`src/hdl/pmpa_pkg.sv`:
```
`default_nettype none
package pmpa_pkg;

  localparam logic [1:0] REQ_BYTE = 2'd0;
  localparam logic [1:0] REQ_READ = 2'd1;
  localparam logic [1:0] REQ_TICK = 2'd2;

  localparam logic CFG_WHEEL = 1'b0;
  localparam logic CFG_LIMIT = 1'b1;

  localparam int unsigned LIMIT_W = 24;
  localparam logic [LIMIT_W-1:0] LIMIT_RESET = 24'd2000000;
  localparam logic [LIMIT_W-1:0] TIMER_MAX = 24'hFFFFFF;
  localparam logic [6:0] SYNC_WRAP = 7'd100;

  localparam int unsigned SYNC_POS = 3;
  localparam int unsigned XSIGN_POS = 4;
  localparam int unsigned YSIGN_POS = 5;

  localparam int unsigned Q_DEPTH = 2;
  localparam int unsigned Q_PTR_W = $clog2(Q_DEPTH);

  typedef struct packed {
    logic [1:0] req_type;
    logic [7:0] rx_byte;
  } in_beat_t;

  typedef struct packed {
    logic signed [15:0] delta_x;
    logic signed [15:0] delta_y;
    logic signed [7:0]  wheel_sum;
    logic [2:0]         button_bits;
    logic               has_movement;
    logic [6:0]         sync_error_count;
    logic               forced_release;
  } out_beat_t;

  typedef enum logic [1:0] {
    OP_BYTE = 2'd0,
    OP_READ = 2'd1,
    OP_TICK = 2'd2
  } op_t;

  typedef struct packed {
    op_t        op;
    logic [7:0] data;
  } cmd_t;

  typedef struct packed {
    logic               wheel_packets;
    logic [LIMIT_W-1:0] stuck_limit_ticks;
  } cfg_t;

  function automatic logic signed [8:0] delta9(input logic [7:0] raw, input logic neg);
    logic signed [8:0] d;
    if (!neg) begin
      d = $signed({1'b0, raw});
    end else if (raw < 8'd32) begin
      d = -9'sd16;
    end else begin
      d = $signed({1'b1, raw});
    end
    return d;
  endfunction

  function automatic logic signed [15:0] sat_add(input logic signed [15:0] acc,
                                                 input logic signed [8:0] d);
    logic signed [16:0] sum;
    logic signed [15:0] res;
    sum = {acc[15], acc} + {{8{d[8]}}, d};
    if (sum[16] != sum[15]) begin
      res = sum[16] ? 16'sh8000 : 16'sh7FFF;
    end else begin
      res = sum[15:0];
    end
    return res;
  endfunction

endpackage
`default_nettype wire

```
`src/hdl/ps2_mouse_packet_accumulator.sv`:
```
`default_nettype none
// PS/2 mouse packet accumulator. Takes one beat per clock: a received mouse
// byte, a read request or a time tick. Beats go through a two-entry command
// queue to an execute stage that updates the packet assembly, the saturating
// X/Y accumulators, the wrapping wheel sum, the buttons and the hold timer.
// A read produces one result beat, held in an output register; only reads
// wait on out_stall, so bytes and ticks keep draining while a result sits
// unclaimed, and input stalls only once the queue fills behind a waiting
// read. Registers are written through cfg_wr_en/cfg_index/cfg_data: index 0
// selects four-byte wheel packets, index 1 sets the stuck-button tick limit.
module ps2_mouse_packet_accumulator import pmpa_pkg::*; (
  input  wire logic               clk,
  input  wire logic               rst_n,
  input  wire logic               in_valid,
  output logic                    in_stall,
  input  wire in_beat_t           in_data,
  output logic                    out_valid,
  input  wire logic               out_stall,
  output out_beat_t               out_data,
  input  wire logic               cfg_wr_en,
  input  wire logic               cfg_index,
  input  wire logic [LIMIT_W-1:0] cfg_data
);

  cfg_t cfg_r, cfg_nxt;
  logic q_full;
  logic q_push;
  cmd_t push_entry;
  logic q_pop;
  logic q_valid;
  cmd_t q_entry;

  always_comb begin
    cfg_nxt = cfg_r;
    if (cfg_wr_en) begin
      unique case (cfg_index)
        CFG_WHEEL: cfg_nxt.wheel_packets     = cfg_data[0];
        CFG_LIMIT: cfg_nxt.stuck_limit_ticks = cfg_data;
        default: begin
        end
      endcase
    end
  end

  always_ff @(posedge clk) begin
    if (!rst_n) begin
      cfg_r.wheel_packets     <= 1'b0;
      cfg_r.stuck_limit_ticks <= LIMIT_RESET;
    end else begin
      cfg_r <= cfg_nxt;
    end
  end

  pmpa_front u_front (
    .in_valid (in_valid),
    .in_stall (in_stall),
    .in_data  (in_data),
    .q_full   (q_full),
    .q_push   (q_push),
    .q_entry  (push_entry)
  );

  pmpa_queue u_queue (
    .clk        (clk),
    .rst_n      (rst_n),
    .push       (q_push),
    .push_entry (push_entry),
    .full       (q_full),
    .pop        (q_pop),
    .q_valid    (q_valid),
    .q_entry    (q_entry)
  );

  pmpa_back u_back (
    .clk       (clk),
    .rst_n     (rst_n),
    .cfg       (cfg_r),
    .q_valid   (q_valid),
    .q_entry   (q_entry),
    .q_pop     (q_pop),
    .out_valid (out_valid),
    .out_stall (out_stall),
    .out_data  (out_data)
  );

endmodule
`default_nettype wire

```
`src/hdl/pmpa_front.sv`:
```
`default_nettype none
module pmpa_front import pmpa_pkg::*; (
  input  wire logic     in_valid,
  output logic          in_stall,
  input  wire in_beat_t in_data,
  input  wire logic     q_full,
  output logic          q_push,
  output cmd_t          q_entry
);

  logic known;

  always_comb begin
    known = 1'b1;
    q_entry.data = in_data.rx_byte;
    unique case (in_data.req_type)
      REQ_BYTE: q_entry.op = OP_BYTE;
      REQ_READ: q_entry.op = OP_READ;
      REQ_TICK: q_entry.op = OP_TICK;
      default: begin
        q_entry.op = OP_TICK;
        known = 1'b0;
      end
    endcase
  end

  // unused request code is taken and dropped here
  assign in_stall = q_full;
  assign q_push   = in_valid && !q_full && known;

endmodule
`default_nettype wire

```
`src/hdl/pmpa_queue.sv`:
```
`default_nettype none
module pmpa_queue import pmpa_pkg::*; (
  input  wire logic clk,
  input  wire logic rst_n,
  input  wire logic push,
  input  wire cmd_t push_entry,
  output logic      full,
  input  wire logic pop,
  output logic      q_valid,
  output cmd_t      q_entry
);

  cmd_t               slot_r [Q_DEPTH];
  logic [Q_PTR_W-1:0] wr_ptr_r, wr_ptr_nxt;
  logic [Q_PTR_W-1:0] rd_ptr_r, rd_ptr_nxt;
  logic [Q_PTR_W:0]   count_r, count_nxt;

  assign full    = (count_r == (Q_PTR_W+1)'(Q_DEPTH));
  assign q_valid = (count_r != '0);
  assign q_entry = slot_r[rd_ptr_r];

  always_comb begin
    wr_ptr_nxt = wr_ptr_r;
    rd_ptr_nxt = rd_ptr_r;
    count_nxt  = count_r;
    if (push) begin
      wr_ptr_nxt = (wr_ptr_r == Q_PTR_W'(Q_DEPTH-1)) ? '0 : wr_ptr_r + 1'b1;
    end
    if (pop) begin
      rd_ptr_nxt = (rd_ptr_r == Q_PTR_W'(Q_DEPTH-1)) ? '0 : rd_ptr_r + 1'b1;
    end
    if (push && !pop) begin
      count_nxt = count_r + 1'b1;
    end else if (pop && !push) begin
      count_nxt = count_r - 1'b1;
    end
  end

  always_ff @(posedge clk) begin
    if (!rst_n) begin
      wr_ptr_r <= '0;
      rd_ptr_r <= '0;
      count_r  <= '0;
    end else begin
      wr_ptr_r <= wr_ptr_nxt;
      rd_ptr_r <= rd_ptr_nxt;
      count_r  <= count_nxt;
    end
  end

  always_ff @(posedge clk) begin
    if (push) begin
      slot_r[wr_ptr_r] <= push_entry;
    end
  end

endmodule
`default_nettype wire

```
`src/hdl/pmpa_back.sv`:
```
`default_nettype none
module pmpa_back import pmpa_pkg::*; (
  input  wire logic clk,
  input  wire logic rst_n,
  input  wire cfg_t cfg,
  input  wire logic q_valid,
  input  wire cmd_t q_entry,
  output logic      q_pop,
  output logic      out_valid,
  input  wire logic out_stall,
  output out_beat_t out_data
);

  logic [1:0]          idx_r, idx_nxt;
  logic [7:0]          s0_r, s1_r, s2_r;
  logic signed [15:0]  acc_x_r, acc_x_nxt;
  logic signed [15:0]  acc_y_r, acc_y_nxt;
  logic [7:0]          acc_w_r, acc_w_nxt;
  logic [2:0]          cur_r, cur_nxt;
  logic [2:0]          prev_r, prev_nxt;
  logic [LIMIT_W-1:0]  timer_r, timer_nxt;
  logic                armed_r, armed_nxt;
  logic [6:0]          sync_r, sync_nxt;
  logic                out_valid_r, out_valid_nxt;
  out_beat_t           out_r, out_nxt;

  logic       out_free;
  logic       fire;
  logic       complete;
  logic [7:0] b;
  logic [7:0] ybyte;
  logic [2:0] nb;
  logic       forced;

  assign out_free  = !out_valid_r || !out_stall;
  assign q_pop     = q_valid && ((q_entry.op != OP_READ) || out_free);
  assign fire      = q_pop;
  assign b         = q_entry.data;
  assign complete  = (idx_r >= (cfg.wheel_packets ? 2'd3 : 2'd2));
  assign ybyte     = (idx_r == 2'd2) ? b : s2_r;
  assign nb        = s0_r[2:0];
  assign out_valid = out_valid_r;
  assign out_data  = out_r;

  always_comb begin
    idx_nxt       = idx_r;
    acc_x_nxt     = acc_x_r;
    acc_y_nxt     = acc_y_r;
    acc_w_nxt     = acc_w_r;
    cur_nxt       = cur_r;
    prev_nxt      = prev_r;
    timer_nxt     = timer_r;
    armed_nxt     = armed_r;
    sync_nxt      = sync_r;
    out_valid_nxt = out_valid_r && out_stall;
    out_nxt       = out_r;
    forced        = 1'b0;
    if (fire) begin
      unique case (q_entry.op)
        OP_BYTE: begin
          if (idx_r == 2'd0 && !b[SYNC_POS]) begin
            sync_nxt = (sync_r == SYNC_WRAP) ? '0 : sync_r + 1'b1;
          end else if (complete) begin
            idx_nxt = 2'd0;
            if (s0_r[7:6] == 2'b00) begin
              if (nb != prev_r) begin
                prev_nxt = nb;
                if (nb != 3'd0) begin
                  timer_nxt = '0;
                  armed_nxt = 1'b1;
                end
              end
              cur_nxt   = nb;
              acc_x_nxt = sat_add(acc_x_r, delta9(s1_r, s0_r[XSIGN_POS]));
              acc_y_nxt = sat_add(acc_y_r, delta9(ybyte, s0_r[YSIGN_POS]));
              if (cfg.wheel_packets) begin
                acc_w_nxt = acc_w_r + {{4{b[3]}}, b[3:0]};
              end
            end
          end else begin
            idx_nxt = idx_r + 1'b1;
          end
        end
        OP_TICK: begin
          if (armed_r && timer_r != TIMER_MAX) begin
            timer_nxt = timer_r + 1'b1;
          end
        end
        OP_READ: begin
          forced = (cur_r != 3'd0) && armed_r && (timer_r > cfg.stuck_limit_ticks);
          if (forced) begin
            cur_nxt   = 3'd0;
            prev_nxt  = 3'd0;
            armed_nxt = 1'b0;
          end
          out_valid_nxt            = 1'b1;
          out_nxt.delta_x          = acc_x_r;
          out_nxt.delta_y          = acc_y_r;
          out_nxt.wheel_sum        = $signed(acc_w_r);
          out_nxt.button_bits      = forced ? 3'd0 : cur_r;
          out_nxt.has_movement     = (acc_x_r != 16'sd0) || (acc_y_r != 16'sd0)
                                     || (acc_w_r != 8'd0);
          out_nxt.sync_error_count = sync_r;
          out_nxt.forced_release   = forced;
          acc_x_nxt                = '0;
          acc_y_nxt                = '0;
          acc_w_nxt                = '0;
        end
        default: begin
        end
      endcase
    end
  end

  always_ff @(posedge clk) begin
    if (!rst_n) begin
      idx_r       <= '0;
      acc_x_r     <= '0;
      acc_y_r     <= '0;
      acc_w_r     <= '0;
      cur_r       <= '0;
      prev_r      <= '0;
      timer_r     <= '0;
      armed_r     <= 1'b0;
      sync_r      <= '0;
      out_valid_r <= 1'b0;
    end else begin
      idx_r       <= idx_nxt;
      acc_x_r     <= acc_x_nxt;
      acc_y_r     <= acc_y_nxt;
      acc_w_r     <= acc_w_nxt;
      cur_r       <= cur_nxt;
      prev_r      <= prev_nxt;
      timer_r     <= timer_nxt;
      armed_r     <= armed_nxt;
      sync_r      <= sync_nxt;
      out_valid_r <= out_valid_nxt;
    end
  end

  // packet bytes and result beat, no reset
  always_ff @(posedge clk) begin
    out_r <= out_nxt;
    if (fire && q_entry.op == OP_BYTE && !(idx_r == 2'd0 && !b[SYNC_POS])) begin
      if (idx_r == 2'd0) begin
        s0_r <= b;
      end
      if (idx_r == 2'd1) begin
        s1_r <= b;
      end
      if (idx_r == 2'd2) begin
        s2_r <= b;
      end
    end
  end

endmodule
`default_nettype wire

```
`config.mk`:
```
export PLATFORM = sky130hd
export DESIGN_NAME = ps2_mouse_packet_accumulator
export DESIGN_NICKNAME = d
export VERILOG_FILES = /design/src/hdl/pmpa_pkg.sv /design/src/hdl/ps2_mouse_packet_accumulator.sv /design/src/hdl/pmpa_front.sv /design/src/hdl/pmpa_queue.sv /design/src/hdl/pmpa_back.sv
export SDC_FILE = /design/constraint.sdc
export NUM_CORES = 1
export LEC_CHECK = 0
export ABC_AREA = 1
export BUFFER_PORTS_ARGS = -buffer_cell sky130_fd_sc_hd__buf_4
export CAP_MARGIN = 10
export CORE_AREA = 5 5 142 178
export DETAILED_ROUTE_END_ITERATION = 10
export DIE_AREA = 0 0 147 183
export PLACE_DENSITY_LB_ADDON = 0.2
export SLEW_MARGIN = 15
export SYNTH_ARGS = -nofsm -noshare
export SYNTH_HDL_FRONTEND = slang
export SYNTH_HIERARCHICAL = 1
export SYNTH_SLANG_ARGS = --single-unit
```
`constraint.sdc`:
```
create_clock -name clk -period 3.1 [get_ports clk]
set_input_delay 0.155 -clock clk [delete_from_list [all_inputs] [get_ports clk]]
set_output_delay 0.155 -clock clk [all_outputs]
set_load 0.01 [all_outputs]
```
==> key figures <==
Power and ir drop
  • Pwr/cell area: 752 nW/um^2
  • Max VDD drop: ~0.43 mV
  • Combinational power share: 0.377
  • Total power: 10.7 mW
  • Clock share of power: 0.279
  • Switch share: 0.353
  • Int Pwr: between 6 and 7 mW
  • Sequential share of power: 0.344
  • Leak pwr: 6.32 nW
  • Net Sw Power: 3.76 mW

Clock network
  • CTS root buffer: clkbuf_16
  • Clk sinks: 206
  • TritonCTS clock tree: built
  • Clock Path Buffers: 3
  • CTS buffer count: 22
  • Worst skew pair latency: ~0.50 ns
  • CTS clk-pin slew, worst paths: 0.06 ns
  • H-tree Lvls: 1

Global route
  • First-pass GRT wire length: roughly 45000 um
  • Vias in the first global route: 9393
  • Initial antenna violation count: 0
  • Top Usage Layer GRT: met2
  • Pin count of the biggest net entering global routing: 53
  • GR Layer Usage met1: 0.248
  • Routing usage on met3: 0.0252
  • Grt met2 use: 0.356
  • GR Util All Layers: 0.197
  • Grt ovf: 0

Setup path
  • Setup crit start kind: flip-flop
  • Slowest CP cell: dfxtp_4
  • Buf/Inv on CP: 6
  • CP required: roughly 3.5 ns
  • Critical Path Fanout Max: 5
  • Crit end category: flip-flop
  • R2R depth: 23
  • Slowest Stage Delay on Critical Path: approximately 0.36 ns
  • CP Depth: 23
  • Worst reg2reg setup slack: ~0.069 ns
  • Crit Path Category: reg -> reg
  • Critical Path, Cell by Cell: buf_6, mux2_4, nand2_2, nand2_2, inv_2, nand4_1, inv_2, nor2_1, ha_2, inv_2, fa_2, inv_2, nand3_2, nand2_2, nand2_2, nand2_2, nand2_2, nand3_2, nand2_4, a21oi_4, buf_6, nand2_1, a21oi_2
  • WP data arrival: between 3 and 4 ns
  • Crit-path leading delay family: simple AND/OR/NAND/NOR gates
  • Most common cell on crit path: nand2_2
  • Worst reg2reg endpoint: u_back/acc_y_r[8]

STA
  • Period utilisation layout: 0.978
  • Worst setup margin: roughly 0.069 ns
  • Slew @ Worst Pin: approximately 0.87 ns
  • Slew HR: 0.419
  • Peak Freq: approximately 330 MHz
  • Setup violators final: 0
  • RSZ-0062 raised after global routing: yes
  • TNS Setup: 0 ns
  • Hold Vio Cnt, Final: 0
  • Slew Viols, Final: 0
  • Skew final: ~0.011 ns
  • WHS: ~0.057 ns
  • Final min period: slightly above 3 ns

Outcome
  • Status: completed

Detailed routing
  • DR WL/cell: about 14 um
  • DRC violation count after routing: 0
  • Vias: a little under 10000
  • Post-route ant nets: 0
  • Vias/cell: ~5
  • Final WL: approximately 27000 um
  • Drt first pass iters: 5
  • Initial DRC count: 513

Synth
  • Syn Area/Cell: about 8.1 um^2
  • Share of the synthesized area in the top cell type: 0.248
  • Synth warn: 6
  • Post-synth EDFFs: 95
  • Leading cell type by number of instances after synthesis: nand2_1
  • Top post-synthesis cells by area: edfxtp_1, dfxtp_1, nand2_1, ha_1, inv_1
  • Net Count, Synth: around 1500
  • Synth Instances: 1411
  • FF+latch count, synth: between 200 and 250
  • Sequential-to-total area share from yosys stat: 0.441
  • Post-Syn Area: 11500 um^2
  • Primary FF master, synth: dfxtp_1
  • Commonest cells post-synth: nand2_1, inv_1, nor2_1, dfxtp_1, a21oi_1
  • Async SR Flop Fraction: 0
  • Post-synth top area cell: edfxtp_1
  • Synth unique cells: 48

Cells and area
  • Share of post-route cells with drive strength above 1: 0.191
  • Area delta synth->final: 23.2%
  • Design Area, Final: around 14000 um^2
  • ANT cells: 0
  • # nets final: about 1700
  • Fillcell total: a little over 2000

Die
  • Die height: 183 um
  • Site row count: between 60 and 70
  • Starting Density: 0.491
  • Die width: 147 um
  • Die area: between 20000 and 30000 um^2
  • Core area: between 20000 and 25000 um^2
  • Top Ports: between 90 and 100

Place
  • Setup Slack @ Placement: -0.142 ns
  • Post-DP Area: between 10000 and 15000 um^2
  • Placer's final routability congestion estimate: between 0.9 and 1
  • Port Buffer Count: 93
  • DP HPWL: just under 20000 um

Flow run
  • Max Cap Viol: 0

Min path
  • Worst Hold Endpoint: u_queue/wr_ptr_r
  • Hold path start: in_valid
  • HP Class: in -> reg
  • Hold path cells: 5
cell families (layout without fill, tap and decap cells):
group	Yosys count	after routing	synth area share
buf+inv	225	408	0.0875
fa+ha+maj	75	75	0.0836
mux	10	10	0.0131
simple gates	666	667	0.250
compound gates	184	184	0.0900
flops	206	206	0.441
xor+xnor	45	45	0.0343
per-stage QoR:
stage                     cells  utilization
after global routing       1887        0.605
after floorplan            1411            -
after CTS                  1874        0.591
final                      1887        0.605
after global placement     1795        0.538
after detailed placement   1795        0.538
worst register-to-register path: cells and delay by family, from the launching register on:
family,cells,cell delay [ns]
AND/OR/NAND/NOR,12,1.02
adder cells (fa/ha/maj),2,0.54
buffers and inverters,6,0.51
flip-flops,1,0.36
AO/OA/AOI/OAI,2,0.34
multiplexers,1,0.21
per-layer routing:
layer,vias to the layer above,routed length (um)
met2,251,13700
met5,-,0
met4,0,507
met1,4466,11800
met3,39,1160
li1,4958,-
power groups by stage:
| stage | Combinational, mW | Clock, mW | Sequential, mW |
|---|---|---|---|
| 3_3_place_gp | 3.59 | 0 | 3.70 |
| 5_1_grt | 4.46 | 3.16 | 3.72 |
| 4_1_cts | 3.73 | 3.04 | 3.66 |
| 6_report | 4.01 | 2.97 | 3.67 |
| 2_1_floorplan | 2.52 | 0 | 3.69 |
| 3_5_place_dp | 3.64 | 0 | 3.71 |
cell usage in the layout, fill, tap and decap left out, types with 19 or more instances in the layout:
| cell type | n |
|---|---|
| dlygate4sd3_1 | 38 |
| xor2_1 | 22 |
| a21oi_2 | 20 |
| nand3_1 | 79 |
| dfxtp_1 | 109 |
| inv_1 | 166 |
| ha_1 | 65 |
| xnor2_1 | 23 |
| a21oi_1 | 99 |
| buf_4 | 139 |
| clkbuf_16 | 23 |
| nor2_1 | 126 |
| edfxtp_1 | 95 |
| o21ai_0 | 38 |
| nand4_1 | 19 |
| nand2_1 | 339 |
| nand2_2 | 22 |
layout make-up:
class | count | area (um^2) | area share
clock buffers | 25 | 593 | 0.0419
clock inverters | 15 | 231 | 0.0163
inverters | 183 | 692 | 0.0489
multi-input cells | 981 | 5670 | 0.400
flip-flops and latches | 206 | 5080 | 0.359
well taps | 292 | 365 | 0.0258
repair buffers | 185 | 1530 | 0.108
flip-flops by register name (all words and copies together) (netlist names), 3 cells and up, named ones only:
signal and cells:
u_back/acc_x_r 16, u_back/sync_r 7, u_back/acc_w_r 8, u_back/s1_r 8
cfg_r 25, u_back/out_data 52, u_back/timer_r 24, u_back/s2_r 8
u_back/cur_r 3, u_back/prev_r 3, u_back/acc_y_r 16, u_back/s0_r 7
u_queue/slot_r 20
how the worst max path moves through the flow:
stage	from	to	slack, ns
3_3_place_gp	flip-flop	u_back/acc_y_r[14]	-0.03
4_1_cts	flip-flop	u_back/acc_y_r[3]	0.008
6_report	flip-flop	u_back/acc_y_r[8]	0.07
3_5_place_dp	flip-flop	u_back/acc_y_r[3]	-0.14
5_1_grt	flip-flop	u_back/acc_y_r[8]	-0.11
2_1_floorplan	flip-flop	u_back/acc_y_r[12]	0.007
what timing repair did:
item                       4_1_cts  5_1_grt
buffers inserted                 1       11
setup endpoints to repair       14       29
pin swaps                        3       21
gates resized for setup         10       58
gates cloned                     0        2
hold buffers                    38        0
hold endpoints to repair        46        0
(Power assumes the default switching activity.)
